--- config.mk ---
export PLATFORM = sky130hd
export DESIGN_NAME = dmp_config_stream_writer_core
export DESIGN_NICKNAME = d
export VERILOG_FILES = /design/src/dmp_cfg_pkg.sv /design/src/dmp_cfg_in_reg.sv /design/src/dmp_cfg_decode.sv /design/src/dmp_cfg_out_reg.sv /design/src/dmp_config_stream_writer_core.sv
export SDC_FILE = /design/constraint.sdc
export NUM_CORES = 1
export LEC_CHECK = 0
export BUFFER_PORTS_ARGS = -buffer_cell sky130_fd_sc_hd__buf_4
export CORE_MARGIN = 2
export CORE_UTILIZATION = 45
export CTS_BUF_LIST = sky130_fd_sc_hd__clkbuf_4 sky130_fd_sc_hd__clkbuf_8 sky130_fd_sc_hd__clkbuf_16
export CTS_CLUSTER_SIZE = 8
export DETAILED_ROUTE_END_ITERATION = 16
export PLACE_DENSITY = 0.69
export RECOVER_POWER = 25
export SYNTH_ARGS = -nofsm -noshare
export SYNTH_HDL_FRONTEND = slang
export SYNTH_SLANG_ARGS = --single-unit
--- constraint.sdc ---
create_clock -name clk_i -period 2.05 [get_ports clk_i]
set_clock_uncertainty 0.15 [all_clocks]
set_input_delay 0.1025 -clock clk_i [delete_from_list [all_inputs] [get_ports clk_i]]
set_output_delay 0.1025 -clock clk_i [all_outputs]
set_load 0.01 [all_outputs]
--- src/dmp_cfg_pkg.sv ---
package dmp_cfg_pkg;

  typedef enum logic [2:0] {
    PhBank    = 3'd0,
    PhOffset  = 3'd1,
    PhLength  = 3'd2,
    PhData    = 3'd3,
    PhSpecial = 3'd4,
    PhDiscard = 3'd5
  } phase_e;

  typedef enum logic [1:0] {
    KindMem   = 2'd0,
    KindReg   = 2'd1,
    KindBadSp = 2'd2,
    KindTrunc = 2'd3
  } kind_e;

  localparam logic [7:0] CodeIntEnable  = 8'h01;
  localparam logic [7:0] IntEnableValue = 8'h32;

  typedef struct packed {
    logic [7:0] stream_byte;
    logic       end_of_stream;
  } item_t;

  typedef struct packed {
    logic       present;
    kind_e      kind;
    logic [4:0] bank;
    logic [7:0] address;
    logic [7:0] data;
    logic       done;
  } result_t;

endpackage

--- src/dmp_cfg_in_reg.sv ---
module dmp_cfg_in_reg (
  input  logic                 clk_i,
  input  logic                 rst_ni,
  input  logic                 in_valid_i,
  output logic                 in_stall_o,
  input  dmp_cfg_pkg::item_t   item_i,
  input  logic                 move_i,
  output logic                 valid_o,
  output dmp_cfg_pkg::item_t   item_o
);
  import dmp_cfg_pkg::*;

  logic  valid_q;
  item_t item_q;
  logic  load;

  assign in_stall_o = valid_q & ~move_i;
  assign load       = in_valid_i & ~in_stall_o;
  assign valid_o    = valid_q;
  assign item_o     = item_q;

  always_ff @(posedge clk_i or negedge rst_ni) begin
    if (!rst_ni) begin
      valid_q <= 1'b0;
    end else if (load) begin
      valid_q <= 1'b1;
    end else if (move_i) begin
      valid_q <= 1'b0;
    end
  end

  always_ff @(posedge clk_i) begin
    if (load) begin
      item_q <= item_i;
    end
  end

endmodule

--- src/dmp_cfg_decode.sv ---
module dmp_cfg_decode (
  input  logic                 clk_i,
  input  logic                 rst_ni,
  input  logic                 move_i,
  input  dmp_cfg_pkg::item_t   item_i,
  output dmp_cfg_pkg::result_t result_o
);
  import dmp_cfg_pkg::*;

  phase_e     phase_q, phase_d;
  logic [4:0] bank_q, bank_d;
  logic [7:0] addr_q, addr_d;
  logic [7:0] left_q, left_d;
  logic [7:0] b;
  logic       eos;

  assign b   = item_i.stream_byte;
  assign eos = item_i.end_of_stream;

  always_ff @(posedge clk_i or negedge rst_ni) begin
    if (!rst_ni) begin
      phase_q <= PhBank;
      bank_q  <= '0;
      addr_q  <= '0;
      left_q  <= '0;
    end else if (move_i) begin
      phase_q <= phase_d;
      bank_q  <= bank_d;
      addr_q  <= addr_d;
      left_q  <= left_d;
    end
  end

  always_comb begin
    phase_d  = phase_q;
    bank_d   = bank_q;
    addr_d   = addr_q;
    left_d   = left_q;
    result_o = '{present: 1'b0, kind: KindMem, bank: 5'd0, address: 8'd0,
                 data: 8'd0, done: eos};
    case (phase_q)
      PhOffset: begin
        addr_d  = b;
        phase_d = PhLength;
        if (eos) begin
          result_o.present = 1'b1;
          result_o.kind    = KindTrunc;
        end
      end
      PhLength: begin
        if (b != 8'd0) begin
          left_d  = b;
          phase_d = PhData;
        end else begin
          phase_d = PhSpecial;
        end
        if (eos) begin
          result_o.present = 1'b1;
          result_o.kind    = KindTrunc;
        end
      end
      PhData: begin
        result_o.present = 1'b1;
        if (eos && left_q != 8'd1) begin
          result_o.kind = KindTrunc;
        end else begin
          result_o.kind    = KindMem;
          result_o.bank    = bank_q;
          result_o.address = addr_q;
          result_o.data    = b;
          addr_d = addr_q + 8'd1;
          if (addr_q == 8'hFF) begin
            bank_d = bank_q + 5'd1;
          end
          left_d = left_q - 8'd1;
          if (left_q == 8'd1) begin
            phase_d = PhBank;
          end
        end
      end
      PhSpecial: begin
        result_o.present = 1'b1;
        if (b == CodeIntEnable) begin
          result_o.kind = KindReg;
          result_o.data = IntEnableValue;
          phase_d       = PhBank;
        end else begin
          result_o.kind = KindBadSp;
          result_o.data = b;
          phase_d       = PhDiscard;
        end
      end
      PhDiscard: begin
        phase_d = PhDiscard;
      end
      default: begin
        bank_d  = b[4:0];
        phase_d = PhOffset;
        if (eos) begin
          result_o.present = 1'b1;
          result_o.kind    = KindTrunc;
        end
      end
    endcase
    if (eos) begin
      phase_d = PhBank;
      bank_d  = '0;
      addr_d  = '0;
      left_d  = '0;
    end
  end

endmodule

--- src/dmp_cfg_out_reg.sv ---
module dmp_cfg_out_reg (
  input  logic                 clk_i,
  input  logic                 rst_ni,
  input  logic                 move_i,
  input  dmp_cfg_pkg::result_t result_i,
  input  logic                 out_stall_i,
  output logic                 out_valid_o,
  output dmp_cfg_pkg::result_t result_o
);
  import dmp_cfg_pkg::*;

  logic    valid_q;
  result_t result_q;

  assign out_valid_o = valid_q;
  assign result_o    = result_q;

  always_ff @(posedge clk_i or negedge rst_ni) begin
    if (!rst_ni) begin
      valid_q <= 1'b0;
    end else if (move_i) begin
      valid_q <= result_i.present;
    end else if (!out_stall_i) begin
      valid_q <= 1'b0;
    end
  end

  always_ff @(posedge clk_i) begin
    if (move_i) begin
      result_q <= result_i;
    end
  end

endmodule

--- src/dmp_config_stream_writer_core.sv ---
// A transfer is held in the input register, decoded, and its result held in
// the result register. Throughput: one byte per cycle while the output does
// not stall; the two registers each hold one transfer, so one more transfer is
// taken while a result waits, then the input stalls until the result leaves.
// Reset (rst_ni, asynchronous, active low): both registers empty, decoder back
// to expecting a bank byte with bank, address and byte count cleared.
module dmp_config_stream_writer_core (
  input  logic       clk_i,
  input  logic       rst_ni,
  input  logic       in_valid_i,
  output logic       in_stall_o,
  input  logic [7:0] stream_byte_i,
  input  logic       end_of_stream_i,
  output logic       out_valid_o,
  input  logic       out_stall_i,
  output logic [1:0] kind_o,
  output logic [4:0] bank_out_o,
  output logic [7:0] address_out_o,
  output logic [7:0] data_out_o,
  output logic       stream_done_o
);
  import dmp_cfg_pkg::*;

  item_t   in_item;
  item_t   reg_item;
  logic    reg_valid;
  logic    move;
  result_t step_result;
  result_t out_result;

  assign in_item.stream_byte   = stream_byte_i;
  assign in_item.end_of_stream = end_of_stream_i;

  // advance when the result register is free or drains this cycle
  assign move = reg_valid & (~out_valid_o | ~out_stall_i);

  dmp_cfg_in_reg u_in_reg (
    .clk_i      (clk_i),
    .rst_ni     (rst_ni),
    .in_valid_i (in_valid_i),
    .in_stall_o (in_stall_o),
    .item_i     (in_item),
    .move_i     (move),
    .valid_o    (reg_valid),
    .item_o     (reg_item)
  );

  dmp_cfg_decode u_decode (
    .clk_i    (clk_i),
    .rst_ni   (rst_ni),
    .move_i   (move),
    .item_i   (reg_item),
    .result_o (step_result)
  );

  dmp_cfg_out_reg u_out_reg (
    .clk_i       (clk_i),
    .rst_ni      (rst_ni),
    .move_i      (move),
    .result_i    (step_result),
    .out_stall_i (out_stall_i),
    .out_valid_o (out_valid_o),
    .result_o    (out_result)
  );

  assign kind_o        = out_result.kind;
  assign bank_out_o    = out_result.bank;
  assign address_out_o = out_result.address;
  assign data_out_o    = out_result.data;
  assign stream_done_o = out_result.done;

endmodule
==> results of run 1 <==
==> cell type report <==
cell class	count	share of cell area, %
Sequential cell	59	42.21
Timing Repair Buffer	82	16.47
Multi-Input combinational cell	198	32.92
Inverter	11	1.094
Tap cell	77	2.477
Clock buffer	10	3.378
Clock inverter	6	1.448
==> what timing repair did <==
item	in CTS	in global routing
gates resized for setup	0	4
hold endpoints to repair	37	0
setup endpoints to repair	0	12
hold buffers	13	0
==> registers in the layout, indices dropped and copies added (netlist names) <==
register and count:
u_decode.left_q 8, u_decode.addr_q 8, u_decode.phase_q 3, u_decode.bank_q 5
u_in_reg.valid_o 1, u_in_reg.item_o 9, u_out_reg.out_valid_o 1, u_out_reg.result_o 24
==> per-layer routing <==
| layer | vias to the layer above | track usage [%] |
|---|---|---|
| li1 | 1214 | - |
| met1 | 1227 | 28.62 |
| met2 | 126 | 35.10 |
| met3 | 24 | 5.294 |
| met4 | 0 | 11.83 |
| met5 | - | 0 |
==> critical path, delay by kind of cell (launching register included) <==
kind            cells  cell delay [ns]
fa+ha+maj           1             0.23
flops               1             0.41
mux                 1             0.32
compound gates      1             0.10
simple gates        2             0.58
==> report_power, final <==
group | total (mW) | switching, mW | internal [mW] | leakage (nW)
Clock | 1.03 | 0.468 | 0.564 | 0.0985
Sequential | 2.03 | 0.347 | 1.68 | 0.655
Combinational | 1.94 | 1.06 | 0.879 | 0.891
Total | 5.01 | 1.88 | 3.13 | 1.64
==> synth_stat cells, drive strengths merged (2+ instances only) <==
master / instances
nand3: 8
a31oi: 9
edfxtp: 33
nand2b: 5
and3: 6
o211ai: 2
nor2: 17
o21ai: 20
clkbuf: 5
a21o: 3
inv: 10
mux2i: 2
nor4: 2
o31ai: 10
nor2b: 3
and2: 20
buf: 10
ha: 4
a21oi: 20
o221ai: 2
a311oi: 2
or2: 2
o22a: 3
nand2: 10
o22ai: 3
dfrtp: 26
o21a: 5
nor3: 18
nor3b: 3
==> through the flow <==
step / total power [mW] / worst slack (ns) / util (%) / area [um^2]
after floorplan: 3.191 / 0.09060 / - / 3033
final: 5.005 / 0.1424 / 60.55 / 3889
after detailed placement: 3.919 / 0.06708 / 55.43 / 3560
after global placement: 3.874 / 0.1183 / 55.43 / 3560
after global routing: 5.313 / 0.03250 / 60.55 / 3889
after CTS: 4.991 / 0.06079 / 60.37 / 3877
==> path summary, 6_finish.rpt <==
kind	cells past startpoint	end
setup / recovery	5	u_decode.bank_q[1]
hold reg to reg	2	u_decode.left_q[6]
min in group asynchronous	2	u_decode.phase_q[0]
setup reg to reg	5	u_decode.bank_q[1]
hold / removal	2	u_in_reg.item_o[2]
max in group asynchronous	2	u_decode.addr_q[7]
==> cells by family after synthesis <==
logic type	after synthesis
AO/OA/AOI/OAI	90
adder cells (fa/ha/maj)	4
buffers and inverters	26
flip-flops	59
multiplexers	3
AND/OR/NAND/NOR	101
==> cells in the final DEF, fill, tap and decap left out, types with 3 or more instances in the layout <==
master                          count
sky130_fd_sc_hd__and2_1            20
sky130_fd_sc_hd__a21oi_1           20
sky130_fd_sc_hd__dfrtp_1           26
sky130_fd_sc_hd__nand2_1           10
sky130_fd_sc_hd__edfxtp_1          33
sky130_fd_sc_hd__dlygate4sd3_1     13
sky130_fd_sc_hd__and3_1             6
sky130_fd_sc_hd__clkinv_2           3
sky130_fd_sc_hd__nor2b_1            3
sky130_fd_sc_hd__o31ai_1            9
sky130_fd_sc_hd__nor2_1            17
sky130_fd_sc_hd__inv_1             10
sky130_fd_sc_hd__nand3_1            8
sky130_fd_sc_hd__o21a_1             5
sky130_fd_sc_hd__o22a_1             3
sky130_fd_sc_hd__o21ai_0           17
sky130_fd_sc_hd__ha_1               4
sky130_fd_sc_hd__o22ai_1            3
sky130_fd_sc_hd__nand2b_1           5
sky130_fd_sc_hd__nor3b_1            3
sky130_fd_sc_hd__clkbuf_8           9
sky130_fd_sc_hd__a31oi_1            8
sky130_fd_sc_hd__a21o_1             3
sky130_fd_sc_hd__buf_4             59
sky130_fd_sc_hd__clkbuf_4           9
sky130_fd_sc_hd__nor3_1            16
==> summary.md, run 1 <==
| Metric | Value |
|---|---|
| Result of the run | `complete, but fails checks` |
| Violations in the final reports | `max-capacitance violations` |
| Number of library cell types mapped by synthesis | `56` |
| Max-cap violations | `1` |
| Non-filler instance count after layout | `about 440` |
| CTS tree | `yes` |
| Clock root cell | `sky130_fd_sc_hd__clkbuf_8` |
| Cell type with the largest total area after synthesis | `sky130_fd_sc_hd__edfxtp_1` |
| Wire length of the first global-routing pass | `roughly 12000 um` |
| Critical path startpoint category | `register` |
| Synthesized net count | `300` |
| Pre-antenna DRT Iters | `7` |
| Number of I/O pins | `39` |
| Hold Path Origin | `stream_byte_i[1]` |
| Area growth, synth to finish | `28.27%` |
| Sequential cell area fraction in the yosys report | `between 50 and 60%` |
| Clock edge transition at the registers on the reported setup and hold paths | `0.07 ns` |
| Worst path slowest cell | `sky130_fd_sc_hd__dfrtp_1` |
| Insertion delay to the later sink of the worst-skew pair | `0.34 ns` |
| Final-layout fill cell count | `510` |
| Leading cell types by total area after synthesis | `sky130_fd_sc_hd__edfxtp_1 33%, sky130_fd_sc_hd__dfrtp_1 21%, sky130_fd_sc_hd__and2_1 4.1%, sky130_fd_sc_hd__a21oi_1 3.3%, sky130_fd_sc_hd__nor3_1 2.8%` |
| IO Port Bufs | `38` |
| Final total negative setup slack | `0 ns` |
| Number of global-route vias before repair | `2506` |
| Syn Std Cell Area | `0.003032 mm^2` |
| Core footprint | `0.006422 mm^2` |
| Synthesized-area fraction occupied by and/or/nand/nor cells | `18.57%` |
| Final Hold Slack | `0.3434 ns` |
| Launch point of the worst path | `u_decode.addr_q[1]` |
| Worst vdd ir | `0.0006531 V` |
| Pin count of the biggest net entering global routing | `27` |
| Total Die Area | `0.007410 mm^2` |
| Clock sinks | `59` |
| Total overflow reported by the global router | `0` |
| FF/Latch Area | `~0.0016 mm^2` |
| Compound-cell area share of the yosys netlist | `20.22%` |
| Max Freq | `524.2 MHz` |
| Die Span X | `between 80 and 90 um` |
| Synthesized area per cell | `between 10 and 15 um^2` |
| Share of synthesized cell area in full adder, half adder and majority cells | `1.651%` |
| Sum of met3 wire segment lengths after detailed routing | `500 um` |
| Origin of the critical flop-to-flop path | `u_decode.addr_q[1]` |
| # DRC | `0` |
| Share of cells above drive strength 1 | `25.41%` |
| Cell Count Post-Placement | `414` |
| Wl on met1 | `3300 um` |
| Detail-routed via count per cell | `5.849` |
| Starting utilization of the core area | `between 40% and 50%` |
| Main combinational cell family by area after synthesis | `compound AO/OA/AOI/OAI gates` |
| Core Rows | `29` |
| Footprint of the multi-input gates | `0.001280 mm^2` |
| Flop2flop setup slack | `0.14 ns` |
| Average detailed-routed wire length per instance | `17.57 um` |
| Sum of routed wire length over all layers | `7785 um` |
| CTS buffer count | `9` |
| Hold/Removal Path Class | `input port to register` |
| Total half-perimeter wirelength after legalization and detailed placement | `5368 um` |
| Worst path arrival time | `1.98 ns` |
| Slew at the pin closest to its max-slew limit | `1.497 ns` |
| Ordered list of cells on the worst path | `ha_1 > and3_1 > a31oi_4 > or2_1 > mux2_4` |
| Leakage Power | `1.644 nW` |
| Required @ worst endpoint | `2.12 ns` |
| Met2 Routed Length | `3693 um` |
| Routed vias | `2591` |
| Vert. Die Dim | `86.08 um` |
| Kind of critical path | `register to register` |
| Antenna cells | `0` |
| Maximum level of the CTS H-tree | `3` |
| First DRT Iteration DRCs | `170` |
| Number of enable flip-flop cells after synthesis | `33` |
| Instance count of the mapped netlist | `roughly 280` |
| Number of synthesized register bits | `59` |
| Final nets | `378` |
| Areal power density over the cells | `1287 mW/mm^2` |
| Main flop type after synthesis | `sky130_fd_sc_hd__edfxtp_1` |
| Buffers inserted during post-CTS setup optimization | `0` |
| Headroom to the max-slew limit | `0.1825%` |
| Number of failing hold endpoints at the final stage | `0` |
| Fraction of synthesized area in multiplexers | `1.156%` |
| Last weighted congestion value of the routability-driven placer | `0.9578` |
| Warnings from Yosys | `0` |
| Number of antenna violations at the first check in global routing | `0` |
| Final cycle utilization of the critical path | `roughly 93%` |
| CTS max path bufs | `2` |
| Unrepaired setup endpoints after global routing | `no` |
| Longest individual stage delay on the worst path | `0.41 ns` |
| Endpoint class of the critical path | `register` |
| Share of the synthesized netlist area taken by xor and xnor gates | `0%` |
| Total GRT Usage | `22.34%` |
| Uppermost layer routed | `met4` |
| Crit path time final | `1.908 ns` |
| Maximum net fanout on the critical path | `5` |
| Async set-or-reset flop fraction in the synthesized netlist | `44.07%` |
| Antenna-violating nets left | `0` |
| Count of final setup violators | `0` |
| Max-slew violation count | `0` |
| Portion of synthesized cell area occupied by the leading cell type | `32.69%` |
(Power assumes the default switching activity.)
==> run 2, diff against run 1 <==
==> constraint.sdc (replaced) <==
create_clock -name clk_i -period 1.6 [get_ports clk_i]
set_clock_uncertainty 0.15 [all_clocks]
set_input_delay 0.08 -clock clk_i [delete_from_list [all_inputs] [get_ports clk_i]]
set_output_delay 0.08 -clock clk_i [all_outputs]
set_load 0.01 [all_outputs]
==> summary.md, run 2 (same netlist as run 1, synthesis figures left out) <==
| Metric | Value |
|---|---|
| Result of the run | `complete, but fails checks` |
| Crit path time final | `1.806 ns (-0.1017 ns)` |
| IO Port Bufs | `38 (unchanged)` |
| Areal power density over the cells | `1698 mW/mm^2 (+32%)` |
| Antenna-violating nets left | `0 (unchanged)` |
| Share of cells above drive strength 1 | `54.91% (+29 points)` |
| Core Rows | `29 (unchanged)` |
| Slew at the pin closest to its max-slew limit | `0.6884 ns (-0.8089 ns)` |
| Maximum level of the CTS H-tree | `3 (unchanged)` |
| Wire length of the first global-routing pass | `15010 um (+20%)` |
| Max-slew violation count | `0 (unchanged)` |
| Vert. Die Dim | `86.08 um (unchanged)` |
| Endpoint class of the critical path | `register` |
| Pre-antenna DRT Iters | `5 (-2)` |
| Number of failing hold endpoints at the final stage | `0 (unchanged)` |
| Max-cap violations | `0 (-1)` |
| Utilization after layout | `77.28% (+17 points)` |
| Pin count of the biggest net entering global routing | `27 (unchanged)` |
| Max Freq | `553.7 MHz (+5.6%)` |
| Unrepaired setup endpoints after global routing | `yes` |
| First DRT Iteration DRCs | `129 (-24%)` |
| Sum of routed wire length over all layers | `9725 um (+25%)` |
| Average detailed-routed wire length per instance | `19.26 um (+9.6%)` |
| Final Hold Slack | `0.1463 ns (-0.1971 ns)` |
| Critical path startpoint category | `register` |
| Die Span X | `86.08 um (unchanged)` |
| Hold/Removal Path Class | `input port to async pin` |
| Max reg flops | `24 (unchanged)` |
| Commonest non-fill, non-tap cell in the layout | `sky130_fd_sc_hd__buf_4` |
| Insertion delay to the later sink of the worst-skew pair | `0.35 ns (about the same)` |
| # DRC | `0 (unchanged)` |
| Total overflow reported by the global router | `0 (unchanged)` |
| FF/Latch Area | `0.001645 mm^2 (+0.23%)` |
| Area growth, synth to finish | `63.72%` |
| Clock edge transition at the registers on the reported setup and hold paths | `0.07 ns (about the same)` |
| Total half-perimeter wirelength after legalization and detailed placement | `5783 um (+7.7%)` |
| Worst vdd ir | `0.001092 V (+67%)` |
| Routed vias | `2960 (+14%)` |
| Total Die Area | `0.007410 mm^2 (unchanged)` |
| Starting utilization of the core area | `47.20% (unchanged)` |
| Final-layout fill cell count | `380 (-25%)` |
| Number of I/O pins | `39 (unchanged)` |
| CTS tree | `yes` |
| Final nets | `440 (+16%)` |
| Final cycle utilization of the critical path | `112.9% (+20 points)` |
| Violations in the final reports | `negative setup slack` |
| Number of global-route vias before repair | `2971 (+19%)` |
| Maximum net fanout on the critical path | `6 (+1)` |
| Worst path setup slack after routing | `-0.2060 ns (-0.3483 ns)` |
| Detail-routed via count per cell | `5.861 (+0.22%)` |
| Footprint of the multi-input gates | `0.001732 mm^2 (+35%)` |
| Count of final setup violators | `43 (+43)` |
| Clock sinks | `59 (unchanged)` |
| CTS max path bufs | `2 (unchanged)` |
| Leakage Power | `2.083 nW (+27%)` |
| Required @ worst endpoint | `1.55 ns (-0.57 ns)` |
| Core footprint | `0.006422 mm^2 (unchanged)` |
| Top library cells by usage in the layout, fill and taps aside | `103 x sky130_fd_sc_hd__buf_4, 33 x sky130_fd_sc_hd__edfxtp_1, 26 x sky130_fd_sc_hd__buf_6` |
| Headroom to the max-slew limit | `54.11% (+54 points)` |
| Antenna cells | `0 (unchanged)` |
| Number of antenna violations at the first check in global routing | `0 (unchanged)` |
| Clock root cell | `sky130_fd_sc_hd__clkbuf_8` |
| Worst path arrival time | `1.76 ns (-0.22 ns)` |
| Kind of critical path | `register to register` |
| CTS buffer count | `9 (unchanged)` |
| Last weighted congestion value of the routability-driven placer | `0.9643 (+0.68%)` |
| Total GRT Usage | `26.96% (+4.6 points)` |
[run 2: per-stage QoR]
| step | power (mW) | area, um^2 | worst slack [ns] | setup TNS [ns] | std cells |
|---|---|---|---|---|---|
| detailed placement | 5.665 | 3950 | -0.2146 | -5.277 | 457 |
| global route | 8.845 | 4964 | -0.2552 | -7.801 | 505 |
| finish | 8.430 | 4964 | -0.2060 | -5.755 | 505 |
| floorplan | 4.158 | 3093 | -0.2364 | -1.784 | 283 |
| CTS | 7.825 | 4716 | -0.1699 | -3.972 | 498 |
| global placement | 5.607 | 3950 | -0.1557 | -4.727 | 457 |
[run 2: layer usage]
layer	track usage (%)	wire [um]
met3	4.331	609
met2	45.88	4848
met4	14.14	418
met5	0	0
met1	32.80	3849
[run 2: power by group]
group / switching [mW] / internal (mW) / leakage (nW) / total (mW)
clock: 0.616 / 0.906 / 0.104 / 1.52
combinational: 2.13 / 2.18 / 1.33 / 4.31
sequential: 0.436 / 2.17 / 0.651 / 2.60
total: 3.18 / 5.25 / 2.08 / 8.43
[run 2: worst max-delay path: stages, from the launching register on]
cell,delay (ns)
sky130_fd_sc_hd__dfrtp_1,0.43
sky130_fd_sc_hd__ha_4,0.18
sky130_fd_sc_hd__nor2b_4,0.13
sky130_fd_sc_hd__a31oi_4,0.28
sky130_fd_sc_hd__nor2_4,0.11
sky130_fd_sc_hd__buf_6,0.14
sky130_fd_sc_hd__and2_4,0.14
[run 2: path summary, 6_finish.rpt]
check                                          to                from  depth (start not counted)  slack [ns]
max in group asynchronous     u_decode.phase_q[0]              rst_ni                          2        0.66
max reg2reg                u_out_reg.result_o[16]  u_decode.left_q[0]                          6       -0.21
max                        u_out_reg.result_o[16]  u_decode.left_q[0]                          6       -0.21
min                         u_out_reg.out_valid_o              rst_ni                          2        0.15
min in group clk_i            u_decode.phase_q[0]         out_stall_i                          6        0.20
min reg2reg                    u_decode.left_q[6]  u_decode.left_q[6]                          2        0.40
[run 2: what timing repair did]
action | 4_1_cts | 5_1_grt
hold endpoints to repair | 37 | 0
hold buffers | 13 | 0
gates resized for setup | 85 | 51
pin swaps | 28 | 29
setup endpoints to repair | 46 | 48
gates cloned | 1 | 0
setup buffers | 12 | 10
[run 2: layout make-up]
| class | count | area share, % |
|---|---|---|
| well taps | 77 | 1.941 |
| repair buffers | 144 | 24.60 |
| flip-flops and latches | 59 | 33.15 |
| inverters | 11 | 1.034 |
| clock inverters | 5 | 1.588 |
| clock buffers | 11 | 2.798 |
| multi-input cells | 198 | 34.89 |
